==> src/circular_deque_defines.svh <==
// ----------------------------------------------------------------------------
// circular_deque_defines.svh
// Assertion macros for the circular deque RTL.
// ----------------------------------------------------------------------------
`ifndef CIRCULAR_DEQUE_DEFINES_SVH
`define CIRCULAR_DEQUE_DEFINES_SVH

// The consequent must hold in the cycle after the antecedent.
`define CD_ASSERT_NEXT(lbl, clk, rst_n, ante, cons) \
    lbl: assert property (@(posedge clk) disable iff (!(rst_n)) (ante) |=> (cons)) \
        else $error("circular_deque: next-cycle check failed");

// The consequent must hold in the same cycle as the antecedent.
`define CD_ASSERT_SAME(lbl, clk, rst_n, ante, cons) \
    lbl: assert property (@(posedge clk) disable iff (!(rst_n)) (ante) |-> (cons)) \
        else $error("circular_deque: same-cycle check failed");

`endif

==> src/cd_pkg.sv <==
// ----------------------------------------------------------------------------
// cd_pkg
// Command and status codes and the controller-to-datapath command bundle.
// ----------------------------------------------------------------------------
`timescale 1ns / 1ps
`default_nettype none

package cd_pkg;

    localparam int CMD_W    = 2;
    localparam int DATA_W   = 8;
    localparam int STATUS_W = 2;

    localparam logic [CMD_W-1:0] CMD_PUSH_REAR  = 2'd0;
    localparam logic [CMD_W-1:0] CMD_PUSH_FRONT = 2'd1;
    localparam logic [CMD_W-1:0] CMD_POP_FRONT  = 2'd2;
    localparam logic [CMD_W-1:0] CMD_POP_REAR   = 2'd3;

    localparam logic [STATUS_W-1:0] ST_DONE  = 2'd0;
    localparam logic [STATUS_W-1:0] ST_FULL  = 2'd1;
    localparam logic [STATUS_W-1:0] ST_EMPTY = 2'd2;

    typedef struct packed {
        logic load;   // capture the incoming command beat
        logic exec;   // carry out the captured command
    } t_dp_cmd;

endpackage

`default_nettype wire

==> src/cd_ctrl.sv <==
// ----------------------------------------------------------------------------
// cd_ctrl
// Sequencer: accepts a command, runs it in its execution state, then strobes the result.
// ----------------------------------------------------------------------------
`timescale 1ns / 1ps
`default_nettype none

module cd_ctrl import cd_pkg::*; (
    input  wire logic    i_clk,
    input  wire logic    i_rst_n,
    input  wire logic    i_start,
    output logic         o_busy,
    output logic         o_valid,
    output t_dp_cmd      o_dp_cmd
);

    typedef enum logic [2:0] {
        S_IDLE = 3'b001,
        S_EXEC = 3'b010,
        S_OUT  = 3'b100
    } t_state;

    t_state r_state;
    t_state n_state;
    logic   accept;

    // A new command may enter while the previous result is on the outputs.
    assign o_busy  = (r_state == S_EXEC);
    assign o_valid = (r_state == S_OUT);
    assign accept  = i_start && !o_busy;

    assign o_dp_cmd.load = accept;
    assign o_dp_cmd.exec = (r_state == S_EXEC);

    always_comb begin
        n_state = r_state;
        unique case (r_state)
            S_IDLE: begin
                if (accept) n_state = S_EXEC;
            end
            S_EXEC: begin
                n_state = S_OUT;
            end
            S_OUT: begin
                n_state = accept ? S_EXEC : S_IDLE;
            end
            default: begin
                n_state = S_IDLE;
            end
        endcase
    end

    always_ff @(posedge i_clk) begin
        if (!i_rst_n) begin
            r_state <= S_IDLE;
        end else begin
            r_state <= n_state;
        end
    end

endmodule

`default_nettype wire

==> src/cd_datapath.sv <==
// ----------------------------------------------------------------------------
// cd_datapath
// Ring store, front and rear pointers, vacancy flag and result registers.
// ----------------------------------------------------------------------------
`timescale 1ns / 1ps
`default_nettype none

module cd_datapath import cd_pkg::*; #(
    parameter int DEPTH = 8
) (
    input  wire logic                i_clk,
    input  wire logic                i_rst_n,
    input  wire t_dp_cmd             i_dp_cmd,
    input  wire logic [CMD_W-1:0]    i_command,
    input  wire logic [DATA_W-1:0]   i_data_in,
    output logic [DATA_W-1:0]        o_data_out,
    output logic [STATUS_W-1:0]      o_status,
    output logic                     o_now_empty,
    output logic                     o_now_full
);

    localparam int               PTR_W = $clog2(DEPTH);
    localparam logic [PTR_W-1:0] LAST  = PTR_W'(DEPTH - 1);

    logic [DATA_W-1:0] r_mem [DEPTH];

    logic [CMD_W-1:0]  r_cmd;
    logic [DATA_W-1:0] r_data;
    logic [PTR_W-1:0]  r_head, n_head;
    logic [PTR_W-1:0]  r_tail, n_tail;
    logic              r_vacant, n_vacant;

    logic [DATA_W-1:0]   r_rd_data;
    logic                r_pop_ok;
    logic [STATUS_W-1:0] r_status;
    logic                r_empty;
    logic                r_full;

    logic                is_push;
    logic                full_now;
    logic                we;
    logic [PTR_W-1:0]    wr_addr;
    logic [PTR_W-1:0]    rd_addr;
    logic                pop_ok;
    logic [STATUS_W-1:0] status;
    logic [PTR_W-1:0]    head_next, head_prev, tail_next, tail_prev, n_tail_next;

    assign head_next   = (r_head == LAST) ? '0 : r_head + 1'b1;
    assign head_prev   = (r_head == '0) ? LAST : r_head - 1'b1;
    assign tail_next   = (r_tail == LAST) ? '0 : r_tail + 1'b1;
    assign tail_prev   = (r_tail == '0) ? LAST : r_tail - 1'b1;
    assign n_tail_next = (n_tail == LAST) ? '0 : n_tail + 1'b1;

    assign is_push  = (r_cmd == CMD_PUSH_REAR) || (r_cmd == CMD_PUSH_FRONT);
    assign full_now = !r_vacant && (r_head == tail_next);

    always_comb begin
        n_head   = r_head;
        n_tail   = r_tail;
        n_vacant = r_vacant;
        we       = 1'b0;
        wr_addr  = '0;
        pop_ok   = 1'b0;
        status   = ST_DONE;
        rd_addr  = (r_cmd == CMD_POP_FRONT) ? r_head : r_tail;
        if (is_push) begin
            if (full_now) begin
                status = ST_FULL;
            end else if (r_vacant) begin
                // The first item always lands in entry zero.
                n_head   = '0;
                n_tail   = '0;
                n_vacant = 1'b0;
                we       = 1'b1;
                wr_addr  = '0;
            end else if (r_cmd == CMD_PUSH_REAR) begin
                n_tail  = tail_next;
                we      = 1'b1;
                wr_addr = tail_next;
            end else begin
                n_head  = head_prev;
                we      = 1'b1;
                wr_addr = head_prev;
            end
        end else begin
            if (r_vacant) begin
                status = ST_EMPTY;
            end else begin
                pop_ok = 1'b1;
                if (r_head == r_tail) begin
                    n_head   = '0;
                    n_tail   = '0;
                    n_vacant = 1'b1;
                end else if (r_cmd == CMD_POP_FRONT) begin
                    n_head = head_next;
                end else begin
                    n_tail = tail_prev;
                end
            end
        end
    end

    always_ff @(posedge i_clk) begin
        if (i_dp_cmd.exec && we) begin
            r_mem[wr_addr] <= r_data;
        end
        if (i_dp_cmd.exec) begin
            r_rd_data <= r_mem[rd_addr];
            r_pop_ok  <= pop_ok;
            r_status  <= status;
            r_empty   <= n_vacant;
            r_full    <= !n_vacant && (n_head == n_tail_next);
        end
        if (i_dp_cmd.load) begin
            r_cmd  <= i_command;
            r_data <= i_data_in;
        end
    end

    always_ff @(posedge i_clk) begin
        if (!i_rst_n) begin
            r_head   <= '0;
            r_tail   <= '0;
            r_vacant <= 1'b1;
        end else if (i_dp_cmd.exec) begin
            r_head   <= n_head;
            r_tail   <= n_tail;
            r_vacant <= n_vacant;
        end
    end

    assign o_data_out  = r_pop_ok ? r_rd_data : '0;
    assign o_status    = r_status;
    assign o_now_empty = r_empty;
    assign o_now_full  = r_full;

endmodule

`default_nettype wire

==> src/circular_deque.sv <==
// Circular deque of bytes with DEPTH entries. A command beat is taken at a
// rising edge where start is high and busy is low. The next cycle is its
// execution cycle: the pointers move, and the ring store is written (push)
// or read (pop). Its result follows on the o_ ports with a one-cycle o_valid
// strobe, and is taken at the rising edge that ends that strobe.
// The receiver cannot stall. Busy is high only during the execution cycle,
// because the captured command is being carried out then. A new command may
// be accepted in the cycle the previous result is shown, but not while
// a command is executing. No clearing pass follows reset; the deque comes
// out of reset empty.
// ----------------------------------------------------------------------------
// circular_deque
// Top level: controller and datapath of the double-ended byte queue.
// ----------------------------------------------------------------------------
`timescale 1ns / 1ps
`default_nettype none

`include "circular_deque_defines.svh"

module circular_deque import cd_pkg::*; #(
    parameter int DEPTH = 8
) (
    input  wire logic                i_clk,
    input  wire logic                i_rst_n,
    input  wire logic                start,
    output logic                     busy,
    input  wire logic [CMD_W-1:0]    i_command,
    input  wire logic [DATA_W-1:0]   i_data_in,
    output logic                     o_valid,
    output logic [DATA_W-1:0]        o_data_out,
    output logic [STATUS_W-1:0]      o_status,
    output logic                     o_now_empty,
    output logic                     o_now_full
);

    t_dp_cmd dp_cmd;

    cd_ctrl u_ctrl (
        .i_clk    (i_clk),
        .i_rst_n  (i_rst_n),
        .i_start  (start),
        .o_busy   (busy),
        .o_valid  (o_valid),
        .o_dp_cmd (dp_cmd)
    );

    cd_datapath #(
        .DEPTH (DEPTH)
    ) u_datapath (
        .i_clk       (i_clk),
        .i_rst_n     (i_rst_n),
        .i_dp_cmd    (dp_cmd),
        .i_command   (i_command),
        .i_data_in   (i_data_in),
        .o_data_out  (o_data_out),
        .o_status    (o_status),
        .o_now_empty (o_now_empty),
        .o_now_full  (o_now_full)
    );

    // Every accepted beat is executed next cycle and reported the cycle after.
    `CD_ASSERT_NEXT(a_accept_exec, i_clk, i_rst_n, start && !busy, busy)
    `CD_ASSERT_NEXT(a_exec_result, i_clk, i_rst_n, busy, o_valid && !busy)
    // Refusals leave the deque at the limit that caused them.
    `CD_ASSERT_SAME(a_full_refusal, i_clk, i_rst_n,
        o_valid && (o_status == ST_FULL), o_now_full && !o_now_empty)
    `CD_ASSERT_SAME(a_empty_refusal, i_clk, i_rst_n,
        o_valid && (o_status == ST_EMPTY), o_now_empty && (o_data_out == '0))

endmodule

`default_nettype wire

==> config.mk <==
export PLATFORM = sky130hd
export DESIGN_NAME = circular_deque
export DESIGN_NICKNAME = d
export VERILOG_FILES = /design/src/cd_pkg.sv /design/src/cd_ctrl.sv /design/src/cd_datapath.sv /design/src/circular_deque.sv
export VERILOG_INCLUDE_DIRS = /design/src /design/src/src
export SDC_FILE = /design/constraint.sdc
export NUM_CORES = 1
export LEC_CHECK = 0
export BUFFER_PORTS_ARGS = -buffer_cell sky130_fd_sc_hd__buf_2
export CORE_ASPECT_RATIO = 1.1
export CORE_MARGIN = 10
export CORE_UTILIZATION = 34
export CTS_CLUSTER_SIZE = 8
export DETAILED_ROUTE_END_ITERATION = 10
export PLACE_DENSITY = 0.5
export SLEW_MARGIN = 20
export SYNTH_ARGS = -nofsm -noshare
export SYNTH_HDL_FRONTEND = slang
export SYNTH_HIERARCHICAL = 1
export SYNTH_SLANG_ARGS = --single-unit
==> constraint.sdc <==
create_clock -name i_clk -period 6.2 [get_ports i_clk]
set_input_delay 0.62 -clock i_clk [delete_from_list [all_inputs] [get_ports i_clk]]
set_output_delay 0.62 -clock i_clk [all_outputs]
set_load 0.005 [all_outputs]
-- Word-level counts from Yosys, hierarchy flattened
Memories as Yosys holds them, arrays and structs flattened. A register that Yosys moved wholly into a read port is not among the register bits.
Index checks and enable logic that the tools add are counted.
Widths: inputs -> output; s select.
- reduce and logical (&&, ||, !) cells: 11
- equal/unequal tests: 12
- add/subtract/negate cells: 5
- mux-type cells: 40
- operators by type and width (kind ; count):
    $mux 3 ; 25
    $eq 3x3->1 const B ; 4
    $mux 1 ; 10
    $add 3x1->3 const B ; 3
    $eq 3x3->1 ; 3
    $pmux 3 s3 ; 1
    $mux 8 ; 1
    $logic_not 3->1 ; 2
    $mux 2 ; 3
    $sub 3x1->3 const B ; 2
    $logic_and 1x1->1 ; 4
    $eq 3x1->1 const B ; 1
    $eq 3x2->1 const B ; 1
    $logic_not 1->1 ; 3
    $eq 2x1->1 const B ; 1
    $eq 2x2->1 const B ; 1
    $logic_not 2->1 ; 1
    $ne 2x1->1 const B ; 1
    $logic_or 1x1->1 ; 1
- logic and storage cells: 79
- memories: 1
- input port bits: 13
- memory bits (writable): 64
- bits in registers: 25
- memory list (memory ; words ; width ; read ports ; clocked after memory_dff ; wr ports ; line ; text):
    u_datapath.r_mem ; 8 ; 8 ; 1 ; 1 ; 1 ; cd_datapath.sv:25 ; logic [DATA_W-1:0] r_mem [DEPTH];

-- Logic depth before layout (Yosys ltp)
Gate-level depths: netlist (run 1).
- word-level depth: 10
- depth in mapped cells: 12
- depth with buffers taken out: 11

-- Modules after synthesis
Netlist (run 1), hierarchy kept.
- by module, submodules not included (module ; cells an instance ; area each (µm²) ; times used):
    cd_datapath ; 276 ; 4254.1 ; 1
    cd_ctrl ; 13 ; 152.6 ; 1

-- Worst setup path before layout (run 1)
Ideal clock, no wire load.
- kind: register to register
- start: reg u_datapath.r_tail[0]
- end: reg u_datapath.r_full (netlist: u_datapath/o_now_full) (data pin)
- cell stages (with the launch flop): 12
- library setup time: 256 ps
- arrival time: 2493 ps
- slack: 3451 ps
- clock period less this slack: 2749 ps
- cell sequence: dfxtp_1 -> buf_6 -> inv_1 -> ha_1 -> xor2_1 -> o311ai_0 -> o21ai_0 -> a21oi_1 -> inv_1 -> ha_1 -> xnor3_1 -> and4_1
- cells in the longest elaborated chain, start to end: 10
- elaborated cells between the ends (all ways): 30
- those cells by class: 3 x add/sub; 5 x eq/ne; 18 x mux; 4 x reduce/logical
- ends and longest elaborated chain (what ; line ; text):
    from (decl) ; cd_datapath.sv:30 ; logic [PTR_W-1:0] r_tail, n_tail;
    from (signal assigned) ; cd_datapath.sv:127 ; r_tail <= n_tail;
    $add 3x1->3, or another cell as far along ; cd_datapath.sv:50 ; assign tail_next = (r_tail == LAST) ? '0 : r_tail + 1'b1;
    $mux 3, on equally long branches ; cd_datapath.sv:50, cd_datapath.sv:51 ;
    $eq 3x3->1, or another cell as far along ; cd_datapath.sv:55 ; assign full_now = !r_vacant && (r_head == tail_next);
    $logic_and 1x1->1, or another cell as far along ; cd_datapath.sv:55 ;
    $mux 3, on equally long branches ; cd_datapath.sv:67, cd_datapath.sv:86 ;
    $mux 3 (*) ; cd_datapath.sv:66 ; if (is_push) begin
    via u_datapath.n_tail[0] ; cd_datapath.sv:30 ;
    $add 3x1->3 / $eq 3x3->1 (equally long branches) ; cd_datapath.sv:52 ; assign n_tail_next = (n_tail == LAST) ? '0 : n_tail + 1'b1;
    $mux 3 (*) ; cd_datapath.sv:52 ;
    $eq 3x3->1 (*) ; cd_datapath.sv:112 ; r_full <= !n_vacant && (n_head == n_tail_next);
    $logic_and 1x1->1 (*) ; cd_datapath.sv:112 ;
    to (signal assigned) ; cd_datapath.sv:112 ;
    to (decl) ; cd_datapath.sv:37 ; logic r_full;
Mark *: on every way through the listed nets, which the timed path passes. The rest lies on a longest branch.
A chain may end at the register's enable or synchronous reset.

-- Worst setup path in the final report (run 1)
Ends and elaborated chain as after synthesis.

==> out/qor.csv, run 1 <==
metric;value;unit
outcome;completed;
CTS sink cnt;97;
via density per instance;5.16;
crit path launch type;flop;
IO Pins;27;
Setup Buffers After CTS;0;
crit path buf inv count;2;
Reg power frac;0.512;
Syn Area/Cell;15.2;um2
Setup-failing EPs final;0;
Clk network pwr share;0.445;
nets;338;
CTS Buf Count;9;
Post-Syn Instances;289;
kind of critical path;flop to flop;
CTS clk-pin slew, worst paths;0.07;ns
CP delay by family, top;compound AO/OA/AOI/OAI gates;
CTS Root Cell;clkbuf_16;
syn_nets;311;
Max-Cap Viols;0;
final setup TNS;0;ns
Cell Area, Synth;0.00441;mm2
Power Density;285;mW/mm2
met2 Use GR;0.147;
Int Power;1.15;mW
CTS Hold Bufs;0;
WP data required;6.30;ns
critical-path cell list;inv_1 > ha_1 > xor2_1 > o311ai_0 > o21ai_0 > a21oi_1 > inv_1 > ha_1 > xnor3_1 > and4_1;
buffers added on ports;26;
Yosys reg bits;97;
dpl hpwl;6030;um
worst hold start;i_data_in[6];
ranking of synthesized cells by area;edfxtp_1 (59%), mux4_2 (7.2%), dfxtp_1 (4.5%);
layer with the highest usage;met2;
met3 usage;0.0338;
RSZ-0062 raised after global routing;no;
reg2reg start;u_datapath/r_tail[0]$_SDFFE_PN0P_;
Critical Path AT;3.31;ns
full die area;0.0179;mm2
# rows;43;
top_reg_cell synth;edfxtp_1;
clock buffer depth;2;
worst-margin pin slew;0.963;ns
Crit. End Element;flop;
antenna-violating nets left;0;
Die Y;139;um
clk_skew;0.00727;ns
TritonCTS clock tree;done;
count leader, synth;edfxtp_1;
Initial Util;0.349;
Final Cycle Share;0.518;
final hold vios;0;
met1 Track Usage GR;0.139;
EDFF count, synth;87;
Die Wd;129;um
Fill cells;1165;
H-tree depth;3;
area share of the leading cell type in the synthesized netlist;0.593;
DRC;0;
cells on worst reg2reg path;10;
final core area utilization;0.398;
Leak;1.78;nW
# diodes;0;
initial antenna violation count;0;
min cycle time layout;3.21;ns
Hold Path Class;primary input to flop;
routability cong.;0.877;
Levels on crit path;10;
WHS;0.454;ns
max incr delay on CP;0.57;ns
CP max FO;8;
Comb power frac;0.043;
Slew HR;0.356;
first-pass GRT wire length;13900;um
Post-Route WL;8980;um
GRT Total Usage;0.102;
Max VDD drop;0.108;mV
sw frac;0.201;
Power Total;1.44;mW
Fmax;311;MHz
via count;2465;
core area;0.0126;mm2
sequential area share after synthesis;0.638;
switching power;0.288;mW
detailed-router iteration count before antenna repair;4;
Area Growth Syn to Fin;14.1;%
reg2reg setup slack;2.99;ns
Critical Path Source;u_datapath/r_tail[0]$_SDFFE_PN0P_;
post-cts resize count;0;
area leader, netlist;edfxtp_1;
slowest CP cell;dfxtp_1;
top cells by count, synth;edfxtp_1 (87), nor2_1 (19), nand2_1 (18);
grt ovf;0;
largest net degree at the start of global routing;18;
vias in the first global route;2470;
starting DRC count in detailed routing;181;
warnings from Yosys;6;
share of cells above drive strength 1;0.240;
CP Capture Point;u_datapath/o_now_full$_DFFE_PP_;
Worst-Skew Late Latency;0.34;ns
fin. max-slew vios;0;
WL per Instance;18.8;um
Post-synth ARST share;0;
worst reg2reg path endpoint;u_datapath/o_now_full$_DFFE_PP_;
Netlist cell types;54;
==> kinds of logic (layout without fill, tap and decap cells) <==
family / Yosys count / in the layout / synth area share
compound gates: 46 / 46 / 0.0744
xor+xnor: 11 / 11 / 0.0292
fa+ha+maj: 9 / 9 / 0.0256
buf+inv: 25 / 57 / 0.0315
flops: 97 / 97 / 0.638
mux: 27 / 27 / 0.111
simple gates: 74 / 74 / 0.0903
==> worst min path at each step <==
stage,to,slack (ns),depth (start not counted)
after floorplan,u_datapath/r_mem[0][0]$_DFFE_PP_,0.53,0
after global placement,u_datapath/r_mem[7][1]$_DFFE_PP_,0.59,0
after detailed placement,u_datapath/r_mem[1][4]$_DFFE_PP_,0.61,0
after CTS,u_datapath/r_data[6]$_DFFE_PP_,0.44,1
after global routing,u_datapath/r_data[6]$_DFFE_PP_,0.43,1
final,u_datapath/r_data[6]$_DFFE_PP_,0.45,1
==> cell type report <==
class	count	area (um2)	share of cell area
multi-input cells	167	1470	0.293
clock buffers	9	225	0.0448
flip-flops and latches	97	2810	0.559
inverters	11	41.3	0.00821
clock inverters	7	123	0.0244
well taps	157	196	0.0391
repair buffers	30	160	0.0318
==> power groups by stage <==
stage / logic [mW] / clock network [mW] / registers, mW
after detailed placement: 0.0616 / 0 / 0.749
final: 0.0613 / 0.639 / 0.735
after global routing: 0.0676 / 0.687 / 0.736
after floorplan: 0.0493 / 0 / 0.741
after global placement: 0.0616 / 0 / 0.749
after CTS: 0.0620 / 0.656 / 0.735
==> routing by layer <==
layer | up-vias | share of wire
met3 | 10 | 0.070
met4 | 0 | 0.010
li1 | 1165 | -
met5 | - | 0
met1 | 1206 | 0.47
met2 | 84 | 0.45
==> through the flow <==
stage | instance area, um2 | cells | setup slack [ns]
floorplan | 4410 | 289 | 3.45
global placement | 4680 | 462 | 3.03
global route | 5030 | 478 | 2.72
detailed placement | 4680 | 462 | 3.03
CTS | 5030 | 478 | 3.01
finish | 5030 | 478 | 2.99
==> sequential cells by signal, summed over array words and instances, names as in the netlist <==
register                count
u_datapath/o_status         2
u_datapath/o_now_full       1
u_datapath/r_tail           3
u_datapath/r_rd_data        8
u_datapath/r_vacant         1
u_datapath/r_mem           64
u_datapath/r_data           8
u_datapath/r_pop_ok         1
u_datapath/r_cmd            2
u_ctrl/r_state              3
u_datapath/r_head           3
u_datapath/o_now_empty      1
==> cells in the final DEF (no fill, tap or decap), types with 10 or more instances in the layout <==
master	instances
edfxtp_1	87
nor2_1	19
a21oi_1	10
and2_1	11
dfxtp_1	10
inv_1	11
mux4_2	14
nand2_1	18
buf_2	26
o21ai_0	10
No activity file was read; power rests on OpenSTA's default activity.
==> inputs of run 2 (changes only) <==
--- a/config.mk
+++ b/config.mk
@@ -6,13 +6,14 @@
 export SDC_FILE = /design/constraint.sdc
 export NUM_CORES = 1
 export LEC_CHECK = 0
+export ABC_AREA = 1
 export BUFFER_PORTS_ARGS = -buffer_cell sky130_fd_sc_hd__buf_2
 export CORE_ASPECT_RATIO = 1.1
 export CORE_MARGIN = 10
 export CORE_UTILIZATION = 34
 export CTS_CLUSTER_SIZE = 8
 export DETAILED_ROUTE_END_ITERATION = 10
-export PLACE_DENSITY = 0.5
+export PLACE_DENSITY = 0.51
 export SLEW_MARGIN = 20
 export SYNTH_ARGS = -nofsm -noshare
 export SYNTH_HDL_FRONTEND = slang
==> constraint.sdc (replaced) <==
create_clock -name i_clk -period 2.87 [get_ports i_clk]
set_input_delay 0.287 -clock i_clk [delete_from_list [all_inputs] [get_ports i_clk]]
set_output_delay 0.287 -clock i_clk [all_outputs]
set_load 0.005 [all_outputs]
==> run 2 against run 1 <==
  * Synthesized cell count is 62% higher
  * Die area up 2.8%
  * Critical path depth grew 10
  * Core utilization grew 0.33 points
  * Synthesized area rose by 3.3%
  * First-iteration DRC count shrank 7.2%
  * Setup slack got worse by 2.7 ns
  * Register-to-register slack worse by 2.7 ns
  * Via count is 34% higher
  * Cell area up 4.9%
  * Count of clock-buffer cells in the layout grew 1
==> out/qor.csv, run 2 <==
metric;value;unit;change
outcome;completed;;
Largest register FFs;64;;unchanged
final setup TNS;0;ns;unchanged
CTS clk-pin slew, worst paths;0.07;ns;about the same
Hold Path Class;primary input to flop;;
Leak;2.23;nW;+26%
Die Wd;130;um;+1.4%
grt ovf;0;;unchanged
H-tree depth;3;;unchanged
area leader, netlist;edfxtp_1;;
CP max FO;7;;-1
Max-Cap Viols;0;;unchanged
Post-synth ARST share;0;;unchanged
clock buffer depth;2;;unchanged
CTS Buf Count;9;;unchanged
Syn Area/Cell;9.73;um2;-36%
post-cts resize count;0;;unchanged
EDFF count, synth;87;;unchanged
full die area;0.0184;mm2;+2.8%
vias in the first global route;3191;;+29%
buffers added on ports;26;;unchanged
slowest CP cell;dfxtp_1;;
Post-Route WL;10700;um;+19%
largest net degree at the start of global routing;33;;+15
Post-Syn Instances;468;;+62%
# diodes;0;;unchanged
GRT Total Usage;0.122;;+0.0207
Fmax;383;MHz;+23%
via count;3313;;+34%
top cells by count, synth;nand2_1 (117), edfxtp_1 (87), nor2_1 (75);;
critical-path cell list;inv_2 > ha_1 > inv_1 > nand2_1 > nand2_1 > nor2_4 > nand2_2 > nand2_1 > buf_4 > nor2_1 > a21oi_1 > nand2_1 > inv_1 > ha_1 > inv_1 > nand2_1 > nand2_1 > nor2_1 > nand2_1 > nor2_1;;
CP dominant cell by count;nand2_1;;
clk_skew;0.00968;ns;+0.00241 ns
Setup Buffers After CTS;0;;unchanged
Die Y;141;um;+1.4%
share of cells above drive strength 1;0.167;;-0.0726
Largest Register;u_datapath/r_mem;;
Final Cycle Share;0.910;;+0.392
ranking of synthesized cells by area;edfxtp_1 (57%), nand2_1 (9.6%), nor2_1 (6.2%);;
nets;537;;+59%
most frequent cells in the layout;nand2_1 (117), edfxtp_1 (87), nor2_1 (75);;
Slew HR;0.479;;+0.124
Worst-Skew Late Latency;0.35;ns;about the same
Yosys reg bits;97;;unchanged
Netlist cell types;29;;-46%
# rows;44;;+2.3%
Largest regs;u_datapath/r_mem x64, u_datapath/r_data x8, u_datapath/r_rd_data x8;;
Cell Area, Synth;0.00455;mm2;+3.3%
core area;0.0132;mm2;+4.1%
WL per Instance;15.7;um;-16%
WP data required;2.98;ns;-3.32 ns
RSZ-0062 raised after global routing;no;;
kind of critical path;flop to flop;;
Area Growth Syn to Fin;15.9;%;
antenna-violating nets left;0;;unchanged
Max VDD drop;0.366;mV;+240%
min cycle time layout;2.61;ns;-0.600 ns
Setup-failing EPs final;0;;unchanged
Power Density;573;mW/mm2;+100%
sequential area share after synthesis;0.618;;-0.0204
Initial Util;0.346;;-0.00259
initial antenna violation count;0;;unchanged
syn_nets;490;;+58%
count leader, synth;nand2_1;;
area share of the leading cell type in the synthesized netlist;0.574;;-0.0189
Critical Path AT;2.72;ns;-0.59 ns
first-pass GRT wire length;17300;um;+24%
DRC;0;;unchanged
CTS Root Cell;clkbuf_16;;
max incr delay on CP;0.45;ns;-0.12 ns
warnings from Yosys;6;;unchanged
commonest non-fill, non-tap cell in the layout;nand2_1;;
CTS sink cnt;97;;unchanged
top_reg_cell synth;edfxtp_1;;
worst-margin pin slew;0.778;ns;-0.185 ns
Crit. End Element;flop;;
detailed-router iteration count before antenna repair;5;;+1
routability cong.;0.898;;+2.4%
Final WS setup;0.259;ns;-2.73 ns
via density per instance;4.86;;-5.7%
starting DRC count in detailed routing;168;;-7.2%
dpl hpwl;7290;um;+21%
TritonCTS clock tree;done;;
final hold vios;0;;unchanged
fin. max-slew vios;0;;unchanged
IO Pins;27;;unchanged
CTS Hold Bufs;0;;unchanged
crit path launch type;flop;;
Setup WS pre-CTS;0.298;ns;-2.73 ns
==> run 2: per-layer routing <==
layer | vias to the layer above | global-route usage | share of wire
met2 | 89 | 0.187 | 0.46
met5 | - | 0 | 0
met1 | 1549 | 0.164 | 0.46
met3 | 11 | 0.0321 | 0.068
met4 | 0 | 0.0385 | 0.012
li1 | 1664 | - | -
==> run 2: area by class of cell <==
cell class	count	area, um2
Sequential cell	97	2810
Timing Repair Buffer	53	333
Clock inverter	6	51.3
Inverter	50	188
Fill cell	1258	7880
Clock buffer	10	229
Multi-Input combinational cell	304	1460
Tap cell	161	201
==> run 2: worst paths after layout <==
kind | from | endpoint | slack [ns] | cells after the start
setup / recovery | u_datapath/r_tail[0]$_SDFFE_PN0P_ | u_datapath/o_now_full$_DFFE_PP_ | 0.26 | 20
hold / removal | i_data_in[3] | u_datapath/r_data[3]$_DFFE_PP_ | 0.10 | 1
setup reg to reg | u_datapath/r_tail[0]$_SDFFE_PN0P_ | u_datapath/o_now_full$_DFFE_PP_ | 0.26 | 20
hold reg to reg | u_ctrl/r_state[1]$_SDFFE_PN0P_ | u_ctrl/r_state[2]$_SDFFE_PN0P_ | 0.53 | 2
==> run 2: worst max-delay path: cells and delay by family (launching register included) <==
kind / cells / cell delay [ns]
buffers and inverters: 5 / 0.43
and+or+nand+nor: 12 / 0.82
adders and majority gates: 2 / 0.63
DFF: 1 / 0.45
AOI/OAI and AO/OA: 1 / 0.06
==> run 2: power by group <==
part	internal [mW]	switching, mW
logic	0.100	0.190
registers	1.57	0.0277
clock network	0.600	0.539
total	2.27	0.756
==> run 2: through the flow <==
step | std cells | util | total power, mW | area [um2] | hold slack (ns)
after floorplan | 468 | - | 1.82 | 4550 | 0.361
after global placement | 665 | 0.380 | 1.92 | 5000 | 0.465
after detailed placement | 665 | 0.380 | 1.92 | 5000 | 0.465
after CTS | 681 | 0.401 | 3.05 | 5280 | 0.0949
after global routing | 681 | 0.401 | 3.15 | 5280 | 0.0959
final | 681 | 0.401 | 3.02 | 5280 | 0.103
==> run 2: logic make-up (layout without fill, tap and decap cells) <==
logic type | count (synthesis) | after routing | share of synthesized area
xor+xnor | 1 | 1 | 0.00192
simple gates | 230 | 230 | 0.207
flops | 97 | 97 | 0.618
compound gates | 64 | 64 | 0.0880
fa+ha+maj | 9 | 9 | 0.0247
buf+inv | 67 | 119 | 0.0607
